`src/hdl/mrns_pkg.sv`:
```
// mrns_pkg: shared types and constants of the midi receiver note stack
// used by mrns_ctrl, mrns_dp and midi_receiver_note_stack
package mrns_pkg;

    // midi status codes
    localparam logic [7:0] SYS_FIRST   = 8'hF0;
    localparam logic [7:0] STS_NOTE_OFF = 8'h80;
    localparam logic [7:0] STS_NOTE_ON  = 8'h90;
    localparam logic [7:0] STS_CTRL_CHG = 8'hB0;
    localparam logic [7:0] STS_BEND     = 8'hE0;

    localparam logic [4:0] BEND_RANGE_MAX = 5'd24;
    localparam logic [4:0] BEND_RANGE_RST = 5'd6;
    localparam logic [6:0] INIT_NOTE      = 7'd54;

    typedef enum logic [2:0] {
        KIND_GATE_ON  = 3'd0,
        KIND_GATE_OFF = 3'd1,
        KIND_STACK    = 3'd2,
        KIND_BEND     = 3'd3,
        KIND_CC       = 3'd4
    } t_kind;

    typedef enum logic [2:0] {
        MSG_NONE,
        MSG_NOTE_ON,
        MSG_NOTE_OFF,
        MSG_CC,
        MSG_BEND
    } t_msg;

    // commands from controller to datapath
    typedef struct packed {
        logic  load;        // capture accepted byte
        logic  parse;       // update running status, compute bend product
        logic  push;
        logic  clear;
        logic  pop;
        logic  scan_start;
        logic  scan_next;
        logic  remove;
        logic  emit;        // load output register
        t_kind kind;
    } t_cmd;

    // status from datapath to controller
    typedef struct packed {
        t_msg msg;          // completed message, valid while decoding
        logic full;
        logic lt2;
        logic note_is_cur;
        logic scan_hit;
        logic scan_last;
    } t_sts;

endpackage

```
`src/hdl/mrns_ctrl.sv`:
```
// mrns_ctrl: sequencing state machine of the midi receiver note stack
// depends on mrns_pkg; drives the mrns_dp datapath through t_cmd
module mrns_ctrl (
    input  logic           i_clk,
    input  logic           i_rst_n,
    input  logic           i_rx_valid,
    output logic           o_rx_stall,
    output logic           o_ev_valid,
    input  logic           i_ev_stall,
    input  mrns_pkg::t_sts i_sts,
    output mrns_pkg::t_cmd o_cmd
);

    typedef enum logic [1:0] {
        ST_IDLE,
        ST_DECODE,
        ST_SCAN,
        ST_EMIT
    } t_state;

    t_state          r_state, n_state;
    mrns_pkg::t_kind r_kind, n_kind;
    logic            r_ev_valid, n_ev_valid;
    logic            rx_xfer;

    assign o_rx_stall = (r_state != ST_IDLE);
    assign rx_xfer    = i_rx_valid && !o_rx_stall;
    assign o_ev_valid = r_ev_valid;

    always_comb begin
        n_state = r_state;
        n_kind  = r_kind;
        o_cmd   = '0;
        o_cmd.kind = r_kind;
        case (r_state)
            ST_IDLE: begin
                if (rx_xfer) begin
                    o_cmd.load = 1'b1;
                    n_state    = ST_DECODE;
                end
            end
            ST_DECODE: begin
                o_cmd.parse = 1'b1;
                n_state     = ST_IDLE;
                case (i_sts.msg)
                    mrns_pkg::MSG_NOTE_ON: begin
                        if (!i_sts.full) begin
                            o_cmd.push = 1'b1;
                            n_kind     = mrns_pkg::KIND_GATE_ON;
                            n_state    = ST_EMIT;
                        end
                    end
                    mrns_pkg::MSG_NOTE_OFF: begin
                        if (i_sts.lt2) begin
                            o_cmd.clear = 1'b1;
                            n_kind      = mrns_pkg::KIND_GATE_OFF;
                            n_state     = ST_EMIT;
                        end else if (i_sts.note_is_cur) begin
                            o_cmd.pop = 1'b1;
                            n_kind    = mrns_pkg::KIND_GATE_ON;
                            n_state   = ST_EMIT;
                        end else begin
                            o_cmd.scan_start = 1'b1;
                            n_state          = ST_SCAN;
                        end
                    end
                    mrns_pkg::MSG_CC: begin
                        n_kind  = mrns_pkg::KIND_CC;
                        n_state = ST_EMIT;
                    end
                    mrns_pkg::MSG_BEND: begin
                        n_kind  = mrns_pkg::KIND_BEND;
                        n_state = ST_EMIT;
                    end
                    default: begin
                        n_state = ST_IDLE;
                    end
                endcase
            end
            ST_SCAN: begin
                if (i_sts.scan_hit) begin
                    o_cmd.remove = 1'b1;
                    n_kind       = mrns_pkg::KIND_STACK;
                    n_state      = ST_EMIT;
                end else if (i_sts.scan_last) begin
                    n_state = ST_IDLE;
                end else begin
                    o_cmd.scan_next = 1'b1;
                end
            end
            ST_EMIT: begin
                if (!r_ev_valid || !i_ev_stall) begin
                    o_cmd.emit = 1'b1;
                    n_state    = ST_IDLE;
                end
            end
            default: begin
                n_state = ST_IDLE;
            end
        endcase
        n_ev_valid = o_cmd.emit || (r_ev_valid && i_ev_stall);
    end

    always_ff @(posedge i_clk) begin
        if (!i_rst_n) begin
            r_state    <= ST_IDLE;
            r_kind     <= mrns_pkg::KIND_GATE_ON;
            r_ev_valid <= 1'b0;
        end else begin
            r_state    <= n_state;
            r_kind     <= n_kind;
            r_ev_valid <= n_ev_valid;
        end
    end

    // an accepted byte is always decoded in the next cycle
    a_xfer_decode: assert property (@(posedge i_clk) disable iff (!i_rst_n)
        rx_xfer |=> (r_state == ST_DECODE))
        else $error("accepted byte not decoded");

    // the output register is only overwritten once its result has left
    a_emit_free: assert property (@(posedge i_clk) disable iff (!i_rst_n)
        o_cmd.emit |-> (!r_ev_valid || !i_ev_stall))
        else $error("result overwritten while stalled");

    // a search for a held note only runs with two or more notes held
    a_scan_held: assert property (@(posedge i_clk) disable iff (!i_rst_n)
        (r_state == ST_SCAN) |-> !i_sts.lt2)
        else $error("note search with fewer than two notes");

endmodule

```
`src/hdl/mrns_dp.sv`:
```
// mrns_dp: running status parser, note stack, bend multiplier and output register
// depends on mrns_pkg; controlled by mrns_ctrl through t_cmd
module mrns_dp #(
    parameter int STACK_DEPTH = 16,
    parameter int CW          = $clog2(STACK_DEPTH + 1),
    parameter int IW          = $clog2(STACK_DEPTH)
) (
    input  logic               i_clk,
    input  logic               i_rst_n,
    input  mrns_pkg::t_cmd     i_cmd,
    output mrns_pkg::t_sts     o_sts,
    input  logic [7:0]         i_rx_byte,
    input  logic               i_cfg_we,
    input  logic [4:0]         i_cfg_data,
    output logic [2:0]         o_event_kind,
    output logic [6:0]         o_sounding_note,
    output logic [CW-1:0]      o_held_notes,
    output logic signed [18:0] o_bend_offset,
    output logic [6:0]         o_cc_number,
    output logic [6:0]         o_cc_value
);

    logic [7:0]          r_byte;
    logic [7:0]          r_status;
    logic [6:0]          r_first;
    logic                r_await;
    logic [6:0]          r_stack [STACK_DEPTH];
    logic [CW-1:0]       r_count;
    logic [6:0]          r_current;
    logic [IW-1:0]       r_idx;
    logic [4:0]          r_bend_range;
    logic signed [18:0]  r_bend;

    logic                is_sys, is_status, msg_done;
    logic signed [13:0]  bend_val;
    logic signed [5:0]   bend_rng;
    logic signed [19:0]  bend_prod;
    logic [IW-1:0]       pop_addr;

    assign is_sys    = (r_byte >= mrns_pkg::SYS_FIRST);
    assign is_status = r_byte[7];
    assign msg_done  = !is_status && r_await;

    // value - 8192 is the 14-bit word with its top bit flipped
    assign bend_val  = $signed({~r_byte[6], r_byte[5:0], r_first});
    assign bend_rng  = $signed({1'b0, r_bend_range});
    assign bend_prod = bend_val * bend_rng;
    assign pop_addr  = IW'(r_count - CW'(2));

    always_comb begin
        o_sts = '0;
        o_sts.msg = mrns_pkg::MSG_NONE;
        if (msg_done) begin
            if (r_status == mrns_pkg::STS_NOTE_ON && r_byte != 8'd0) begin
                o_sts.msg = mrns_pkg::MSG_NOTE_ON;
            end else if (r_status == mrns_pkg::STS_NOTE_ON
                         || r_status == mrns_pkg::STS_NOTE_OFF) begin
                o_sts.msg = mrns_pkg::MSG_NOTE_OFF;
            end else if (r_status == mrns_pkg::STS_CTRL_CHG) begin
                o_sts.msg = mrns_pkg::MSG_CC;
            end else if (r_status == mrns_pkg::STS_BEND) begin
                o_sts.msg = mrns_pkg::MSG_BEND;
            end
        end
        o_sts.full        = (r_count >= CW'(STACK_DEPTH));
        o_sts.lt2         = (r_count < CW'(2));
        o_sts.note_is_cur = (r_first == r_current);
        o_sts.scan_hit    = (r_stack[r_idx] == r_first);
        o_sts.scan_last   = (CW'(r_idx) == (r_count - CW'(1)));
    end

    // control state
    always_ff @(posedge i_clk) begin
        if (!i_rst_n) begin
            r_status     <= 8'd0;
            r_first      <= 7'd0;
            r_await      <= 1'b0;
            r_count      <= '0;
            r_current    <= mrns_pkg::INIT_NOTE;
            r_bend_range <= mrns_pkg::BEND_RANGE_RST;
        end else begin
            if (i_cfg_we) begin
                r_bend_range <= (i_cfg_data > mrns_pkg::BEND_RANGE_MAX)
                                ? mrns_pkg::BEND_RANGE_MAX : i_cfg_data;
            end
            if (i_cmd.parse && !is_sys) begin
                if (is_status) begin
                    r_status <= r_byte;
                    r_await  <= 1'b0;
                end else if (!r_await) begin
                    r_first <= r_byte[6:0];
                    r_await <= 1'b1;
                end else begin
                    r_await <= 1'b0;
                end
            end
            if (i_cmd.push) begin
                r_count   <= r_count + CW'(1);
                r_current <= r_first;
            end
            if (i_cmd.clear) begin
                r_count <= '0;
            end
            if (i_cmd.pop) begin
                r_count   <= r_count - CW'(1);
                r_current <= r_stack[pop_addr];
            end
            if (i_cmd.remove) begin
                r_count <= r_count - CW'(1);
            end
        end
    end

    // payload: stack entries above the count are never read
    always_ff @(posedge i_clk) begin
        if (i_cmd.load) begin
            r_byte <= i_rx_byte;
        end
        if (i_cmd.parse) begin
            r_bend <= bend_prod[18:0];
        end
        if (i_cmd.scan_start) begin
            r_idx <= '0;
        end else if (i_cmd.scan_next) begin
            r_idx <= r_idx + IW'(1);
        end
        if (i_cmd.push) begin
            r_stack[r_count[IW-1:0]] <= r_first;
        end
        if (i_cmd.remove) begin
            for (int j = 0; j < STACK_DEPTH - 1; j++) begin
                if (IW'(j) >= r_idx && CW'(j + 1) < r_count) begin
                    r_stack[j] <= r_stack[j + 1];
                end
            end
        end
        if (i_cmd.emit) begin
            o_event_kind    <= i_cmd.kind;
            o_sounding_note <= r_current;
            o_held_notes    <= r_count;
            o_bend_offset   <= (i_cmd.kind == mrns_pkg::KIND_BEND) ? r_bend : '0;
            o_cc_number     <= (i_cmd.kind == mrns_pkg::KIND_CC) ? r_first : 7'd0;
            o_cc_value      <= (i_cmd.kind == mrns_pkg::KIND_CC) ? r_byte[6:0] : 7'd0;
        end
    end

endmodule

```
`src/hdl/midi_receiver_note_stack.sv`:
```
// midi_receiver_note_stack: midi byte receiver with last-note-priority note stack
// depends on mrns_pkg, mrns_ctrl and mrns_dp
//
// usage
// - rx channel: one midi byte per transfer (i_rx_valid / o_rx_stall, i_rx_byte)
// - event channel: at most one event per byte (o_ev_valid / i_ev_stall) with
//   kind, sounding note, held note count, bend offset and controller fields
// - config: i_cfg_we writes the bend range, values above 24 are stored as 24;
//   write only while no byte is in flight
// - a byte is taken only in the idle state; a byte without an event frees the
//   input after the decode state, a byte with an event after the emit state,
//   and a release of a note that is not held after a search of the held stack
// - o_ev_valid rises once the emit state has loaded the output register, which
//   waits while an earlier event is stalled; removal of a held note that is not
//   sounding first walks the stack one entry per cycle in the search state
// - the output register parts the two sides: the next byte is taken while an
//   event waits; a byte that yields another event waits until the held one
//   has been transferred
// - reset: running status clears, stack empties, sounding note is 54,
//   bend range is 6; no clearing pass is needed
module midi_receiver_note_stack #(
    parameter int STACK_DEPTH = 16
) (
    input  logic                                  i_clk,
    input  logic                                  i_rst_n,
    // byte input
    input  logic                                  i_rx_valid,
    output logic                                  o_rx_stall,
    input  logic [7:0]                            i_rx_byte,
    // configuration
    input  logic                                  i_cfg_we,
    input  logic [4:0]                            i_cfg_data,
    // event output
    output logic                                  o_ev_valid,
    input  logic                                  i_ev_stall,
    output logic [2:0]                            o_event_kind,
    output logic [6:0]                            o_sounding_note,
    output logic [$clog2(STACK_DEPTH + 1)-1:0]    o_held_notes,
    output logic signed [18:0]                    o_bend_offset,
    output logic [6:0]                            o_cc_number,
    output logic [6:0]                            o_cc_value
);

    // command and status between sequencer and datapath
    mrns_pkg::t_cmd cmd;
    mrns_pkg::t_sts sts;

    // sequencer: idle, decode, note search, event hand-off
    mrns_ctrl u_ctrl (
        .i_clk      (i_clk),
        .i_rst_n    (i_rst_n),
        .i_rx_valid (i_rx_valid),
        .o_rx_stall (o_rx_stall),
        .o_ev_valid (o_ev_valid),
        .i_ev_stall (i_ev_stall),
        .i_sts      (sts),
        .o_cmd      (cmd)
    );

    // datapath: parser, stack, bend product, output register
    mrns_dp #(
        .STACK_DEPTH (STACK_DEPTH)
    ) u_dp (
        .i_clk           (i_clk),
        .i_rst_n         (i_rst_n),
        .i_cmd           (cmd),
        .o_sts           (sts),
        .i_rx_byte       (i_rx_byte),
        .i_cfg_we        (i_cfg_we),
        .i_cfg_data      (i_cfg_data),
        .o_event_kind    (o_event_kind),
        .o_sounding_note (o_sounding_note),
        .o_held_notes    (o_held_notes),
        .o_bend_offset   (o_bend_offset),
        .o_cc_number     (o_cc_number),
        .o_cc_value      (o_cc_value)
    );

endmodule

```
`config.mk`:
```
export PLATFORM = sky130hd
export DESIGN_NAME = midi_receiver_note_stack
export DESIGN_NICKNAME = d
export VERILOG_FILES = /design/src/hdl/mrns_pkg.sv /design/src/hdl/mrns_ctrl.sv /design/src/hdl/mrns_dp.sv /design/src/hdl/midi_receiver_note_stack.sv
export SDC_FILE = /design/constraint.sdc
export NUM_CORES = 1
export LEC_CHECK = 0
export ABC_AREA = 1
export BUFFER_PORTS_ARGS = -buffer_cell sky130_fd_sc_hd__buf_2
export CELL_PAD_IN_SITES_DETAIL_PLACEMENT = 0
export CELL_PAD_IN_SITES_GLOBAL_PLACEMENT = 1
export CORE_UTILIZATION = 30
export CTS_CLUSTER_SIZE = 24
export DETAILED_ROUTE_END_ITERATION = 8
export PLACE_DENSITY = 0.54
export SLEW_MARGIN = 20
export SYNTH_ARGS = -nofsm -noshare
export SYNTH_HDL_FRONTEND = slang
export SYNTH_SLANG_ARGS = --single-unit
```
`constraint.sdc`:
```
create_clock -name i_clk -period 8.75 [get_ports i_clk]
set_input_delay 1.75 -clock i_clk [delete_from_list [all_inputs] [get_ports i_clk]]
set_output_delay 1.75 -clock i_clk [all_outputs]
set_load 0.01 [all_outputs]
```
---- Word-level counts from Yosys, hierarchy flattened ----
Memories as Yosys holds them, arrays and structs flattened. A register that Yosys moved wholly into a read port is not among the register bits.
Index checks and enable logic that the tools add are counted.
storage, ports and cells
  register bits ........................... 118
  output and inout bits ................... 50
  logic and storage cells ................. 221
  input bits .............................. 18
  bits in writable memories ............... 112
  memories ................................ 1
cells by class
  multiplexer cells ....................... 97
  add/sub/neg operators ................... 4
  magnitude comparators ................... 34
  reductions and logical operators ........ 40
  multipliers ............................. 1
  equal/unequal tests ..................... 23
  bitwise gates (word level) .............. 3
memory list
  memory        words  width  read ports  clocked after Yosys merged registers in  wr ports  line           source
  u_dp.r_stack  16     7      17          1                                        15        mrns_dp.sv:27  logic [6:0] r_stack [STACK_DEPTH];
operators by type and width
  operator                                                                            number
  1-bit 2-to-1 mux                                                                    64
  4-bit by 5-bit less-than comparator with 1-bit output, first input constant         8
  8-bit equality test, second input constant                                          4
  3-bit 2-to-1 mux                                                                    10
  5-bit 2-to-1 mux                                                                    6
  4-bit greater-or-equal comparator, first input constant                             7
  7-bit 2-to-1 mux                                                                    3
  1-bit logical AND                                                                   20
  3-bit by 5-bit less-than comparator with 1-bit output, first input constant         4
  14-bit by 6-bit multiplier with 19-bit output                                       1
  3-bit by 4-bit greater-or-equal comparator with 1-bit output, first input constant  4
  7-bit equality test                                                                 2
  2-bit 2-to-1 mux                                                                    7
  4-bit 2-to-1 mux                                                                    3
  3-bit case mux with 4 select lines                                                  1
  2-bit by 5-bit less-than comparator with 1-bit output, first input constant         2
  3-bit by 2-bit equality test with 1-bit output, second input constant               3
  1-bit by 4-bit greater-or-equal comparator with 1-bit output, first input constant  2
  2-bit by 4-bit greater-or-equal comparator with 1-bit output, first input constant  2
  8-bit greater-or-equal comparator, second input constant                            1
  2-bit case mux with 4 select lines                                                  1
  8-bit nonzero test                                                                  1
  7-bit OR reduction                                                                  1
  3-bit equality test, second input constant                                          2
  other kinds (29)                                                                    43

---- Longest topological paths before layout ----
  depth after elaboration ................. 13
  gate-level depth with buffers ........... 20
  gate-level depth less buffers ........... 18

---- Modules after synthesis ----
From an unflattened synthesis, not the netlist that was laid out.
unflattened totals
  cell total of the unflattened synthesis .. 1,817
  area total of the unflattened synthesis .. 14,981.9 sq um
by module, submodules not included
  module     area each (sq um)  cells an instance  seq. area each (sq um)  times used
  mrns_dp    14,420.1           1,725              6,436.2                 1
  mrns_ctrl  561.8              92                 120.1                   1

---- Least setup slack after synthesis ----
OpenSTA, ideal clock, no wires.
  kind .................................... in2reg
  start ................................... input port i_ev_stall
  end ..................................... register u_dp.o_bend_offset[0], enable pin
  setup time .............................. 469 ps
  stages on the path ...................... 1
  arrival ................................. 4,051 ps
  slack ................................... 4,230 ps
  buffers on the path ..................... 0
  required time ........................... 8,281 ps
  cell sequence ........................... a21oi_1
between the ends
  word-level cells in the longest chain between the ends .. 4
RTL lines
  element                 line                            source
  start: declaration      midi_receiver_note_stack.sv:35  input logic i_ev_stall,
  1-bit zero test         mrns_ctrl.sv:92                 if (!r_ev_valid || !i_ev_stall) begin
  1-bit logical OR        mrns_ctrl.sv:92
  1-bit 2-to-1 mux        mrns_ctrl.sv:92
  1-bit 2-to-1 mux        mrns_ctrl.sv:35                 case (r_state)
  end signal: assignment  mrns_dp.sv:141                  o_bend_offset <= (i_cmd.kind == mrns_pkg::KIND_BEND) ? r_bend : '0;
  end: declaration        mrns_dp.sv:18                   output logic signed [18:0] o_bend_offset,
Every way passes these cells.
A chain may end at the register's enable or synchronous reset.

---- Worst setup path in the final report ----
  start ................................... register u_dp.r_first[3]
  end ..................................... register u_dp.r_bend[14], data pin
between the ends
  word-level cells in the longest chain between the ends .. 1
RTL lines
  element                                        line            source
  start: declaration                             mrns_dp.sv:25   logic [6:0] r_first;
  start signal: assignment                       mrns_dp.sv:91   r_first <= r_byte[6:0];
  14-bit by 6-bit multiplier with 19-bit output  mrns_dp.sv:47   assign bend_prod = bend_val * bend_rng;
  net u_dp.bend_prod[14]                         mrns_dp.sv:37   logic signed [19:0] bend_prod;
  end signal: assignment                         mrns_dp.sv:120  r_bend <= bend_prod[18:0];
  end: declaration                               mrns_dp.sv:32   logic signed [18:0] r_bend;
The timed path passes the listed nets, and every way through them passes these cells.

==> metrics.cfg <==
[status]
status=complete, no violations

[drt]
drt_iter0_drc=1022
ant_nets=0
drc=0
drt_wl_total_um=52800
viasPerCell=4.93
wl_per_cell_um=20.4
vias=12800
drtPass1Iterations=5

[synth]
synth_xor_area_frac=0.0191
synth-simple-area-share=0.208
synth_seq_cells=234
postSynthAreaPerCell_um2=8.08
synth_top_family_by_area=simple AND/OR/NAND/NOR gates
muxShareOfSynthArea=0
syn_area_mm2=0.0152
synthCells=1875
yosysWarnings=0
syn-num-nets=1988
yosysTopAreaCellShare=0.371
yosysSeqAreaShare=0.433
synth_cell_types=43
synth_area_leaders=edfxtp_1, nand2_1, inv_1
synth_top_cell_by_area=edfxtp_1
synth-adder-area-share=0.0992
synth_compound_area_frac=0.131

[floorplanning]
initial_core_util=0.303
core_region_area_mm2=0.0500
io_pins=68
rows=82
dieHeight_um=227
dieArea_mm2=0.0514
dieWidth_um=227

[sta]
hold_violations=0
relSlewSlack=0.190
grt_setup_unrepaired=no
period_needed_ps=4780
tightest_slew_ps=1210
skew_ps=30.2
fin_crit_sh=0.546
slew_viol_final=0
fin_setup_tns_ps=0
setup_viol=0
timing.fmax_mhz=209

[clock_network]
htreeDepth=1
clockRootBuffer=clkbuf_16
cts_buffer_depth=3
numCtsBuffers=29
clk_pin_slew_ps=60
cts_tree=done
post_cts_resize_count=0
postCtsHoldBufs=0
cts_sinks=234
clock_latency_ps=590
cts_setup_buffers=0

[placed_design]
placed_area_mm2=0.0160
dp.final_hpwl_um=38800
port_buffers=67
place_inst=2539
place.gp.congestion=0.864

[global_routing]
antenna_found_initial=0
grt_usage=0.209
first_global_vias=12500
grt-ovfl-total=0
grt_max_degree=56
grt_pass1_wl_um=80100

[power]
vdd_ir_drop_max_mv=0.160
power.density_mw_per_mm2=225
power_leakage_nw=7.60

[final_layout]
final_common_cell=nand2_1
final_cells=2593
finalInstanceArea_mm2=0.0169
diodes=0
nets=2011
area_delta_synth_final_pct=11.5
layout_common_cells=nand2_1, inv_1, edfxtp_1
drive_gt1_frac=0.0916

[setup_path]
path_max_fanout=22
cp_data_required_time_ps=9070
worstSetupPathType=reg -> reg
cp-start-kind=flop
cp.arrival_ps=5090
end_kind=flop

[job]
max-cap-violations=0

[min_path]
hp-class=reg -> reg

## final cells by class
cell class / instances / area, um^2
Clock inverter: 16 / 95.1
Fill cell: 5353 / 33100
Multi-Input combinational cell: 1228 / 6950
Inverter: 318 / 1190
Tap cell: 672 / 841
Clock buffer: 38 / 769
Timing Repair Buffer: 87 / 485
Sequential cell: 234 / 6560
## report_power, final
part	internal (mW)	switching, mW
registers	1.34	0.126
clock network	0.619	0.491
logic	0.413	0.813
total	2.37	1.43
## critical path, cell delays in order, from the launching register on
cell	delay (ps)
dfxtp_1	450
buf_4	440
nand2_1	90
inv_1	100
fa_1	380
inv_1	70
fa_1	430
fa_1	540
inv_1	40
ha_1	340
a21oi_1	160
nand2_1	90
a21boi_0	510
o21bai_1	140
a21oi_1	220
o21ai_0	180
a21oi_1	210
xnor2_1	100
## synth_stat cells, drive strengths merged
master,instances
o31ai,1
o41ai,2
o221ai,11
o211ai,20
xnor2,12
nor2,101
nor3,8
edfxtp,187
dfxtp,47
ha,53
xor2,21
a21boi,1
o22ai,1
or2,14
o21ai,204
inv,316
clkinv,2
o21bai,1
a31oi,5
nor4,2
clkbuf,51
a41oi,2
a21o,1
a21oi,104
nand3,162
nand2,441
buf,44
nand4,19
fa,42
## path summary, 6_finish.rpt
check	to	slack [ps]	startpoint	cells past startpoint
setup / recovery	u_dp.r_bend[14]	3970	u_dp.r_first[3]	17
hold / removal	u_dp.o_event_kind[0]	490	u_ctrl.r_kind[0]	0
setup reg to reg	u_dp.r_bend[14]	3970	u_dp.r_first[3]	17
hold reg to reg	u_dp.o_event_kind[0]	490	u_ctrl.r_kind[0]	0
## sequential cells by signal, summed over array words and instances, names as in the netlist, named ones only
name,cells
u_ctrl.o_ev_valid,1
u_ctrl.r_kind,3
u_ctrl.r_state,2
u_dp.o_bend_offset,19
u_dp.o_cc_number,7
u_dp.o_cc_value,7
u_dp.o_event_kind,3
u_dp.o_held_notes,5
u_dp.o_sounding_note,7
u_dp.r_await,1
u_dp.r_bend,19
u_dp.r_bend_range,5
u_dp.r_byte,8
u_dp.r_count,5
u_dp.r_current,7
u_dp.r_first,7
u_dp.r_idx,4
u_dp.r_stack,112
u_dp.r_status,8
## cell families (layout without fill, tap and decap cells)
group	after synthesis	in the layout
xor gates and xnor gates	33	33
adders and majority gates	95	95
and+or+nand+nor	747	747
DFF	234	234
AOI/OAI and AO/OA	353	353
buffers and inverters	413	459
## layer usage
metal,up-vias,GRT usage,share of wire
met3,66,0.0314,0.060
met5,-,0,0
li1,6171,-,-
met2,375,0.324,0.44
met4,0,0.0554,0.023
met1,6173,0.302,0.48
## per-stage QoR
stage	total power, mW	setup slack, ps	hold WS [ps]	utilization
2_1_floorplan	2.39	4230	406	-
5_1_grt	4.07	3730	517	0.338
4_1_cts	3.85	4050	497	0.338
3_5_place_dp	2.72	4050	478	0.321
3_3_place_gp	2.72	4030	486	0.321
6_report	3.80	3970	493	0.338
Note: power is estimated with default switching activity, not from simulation.
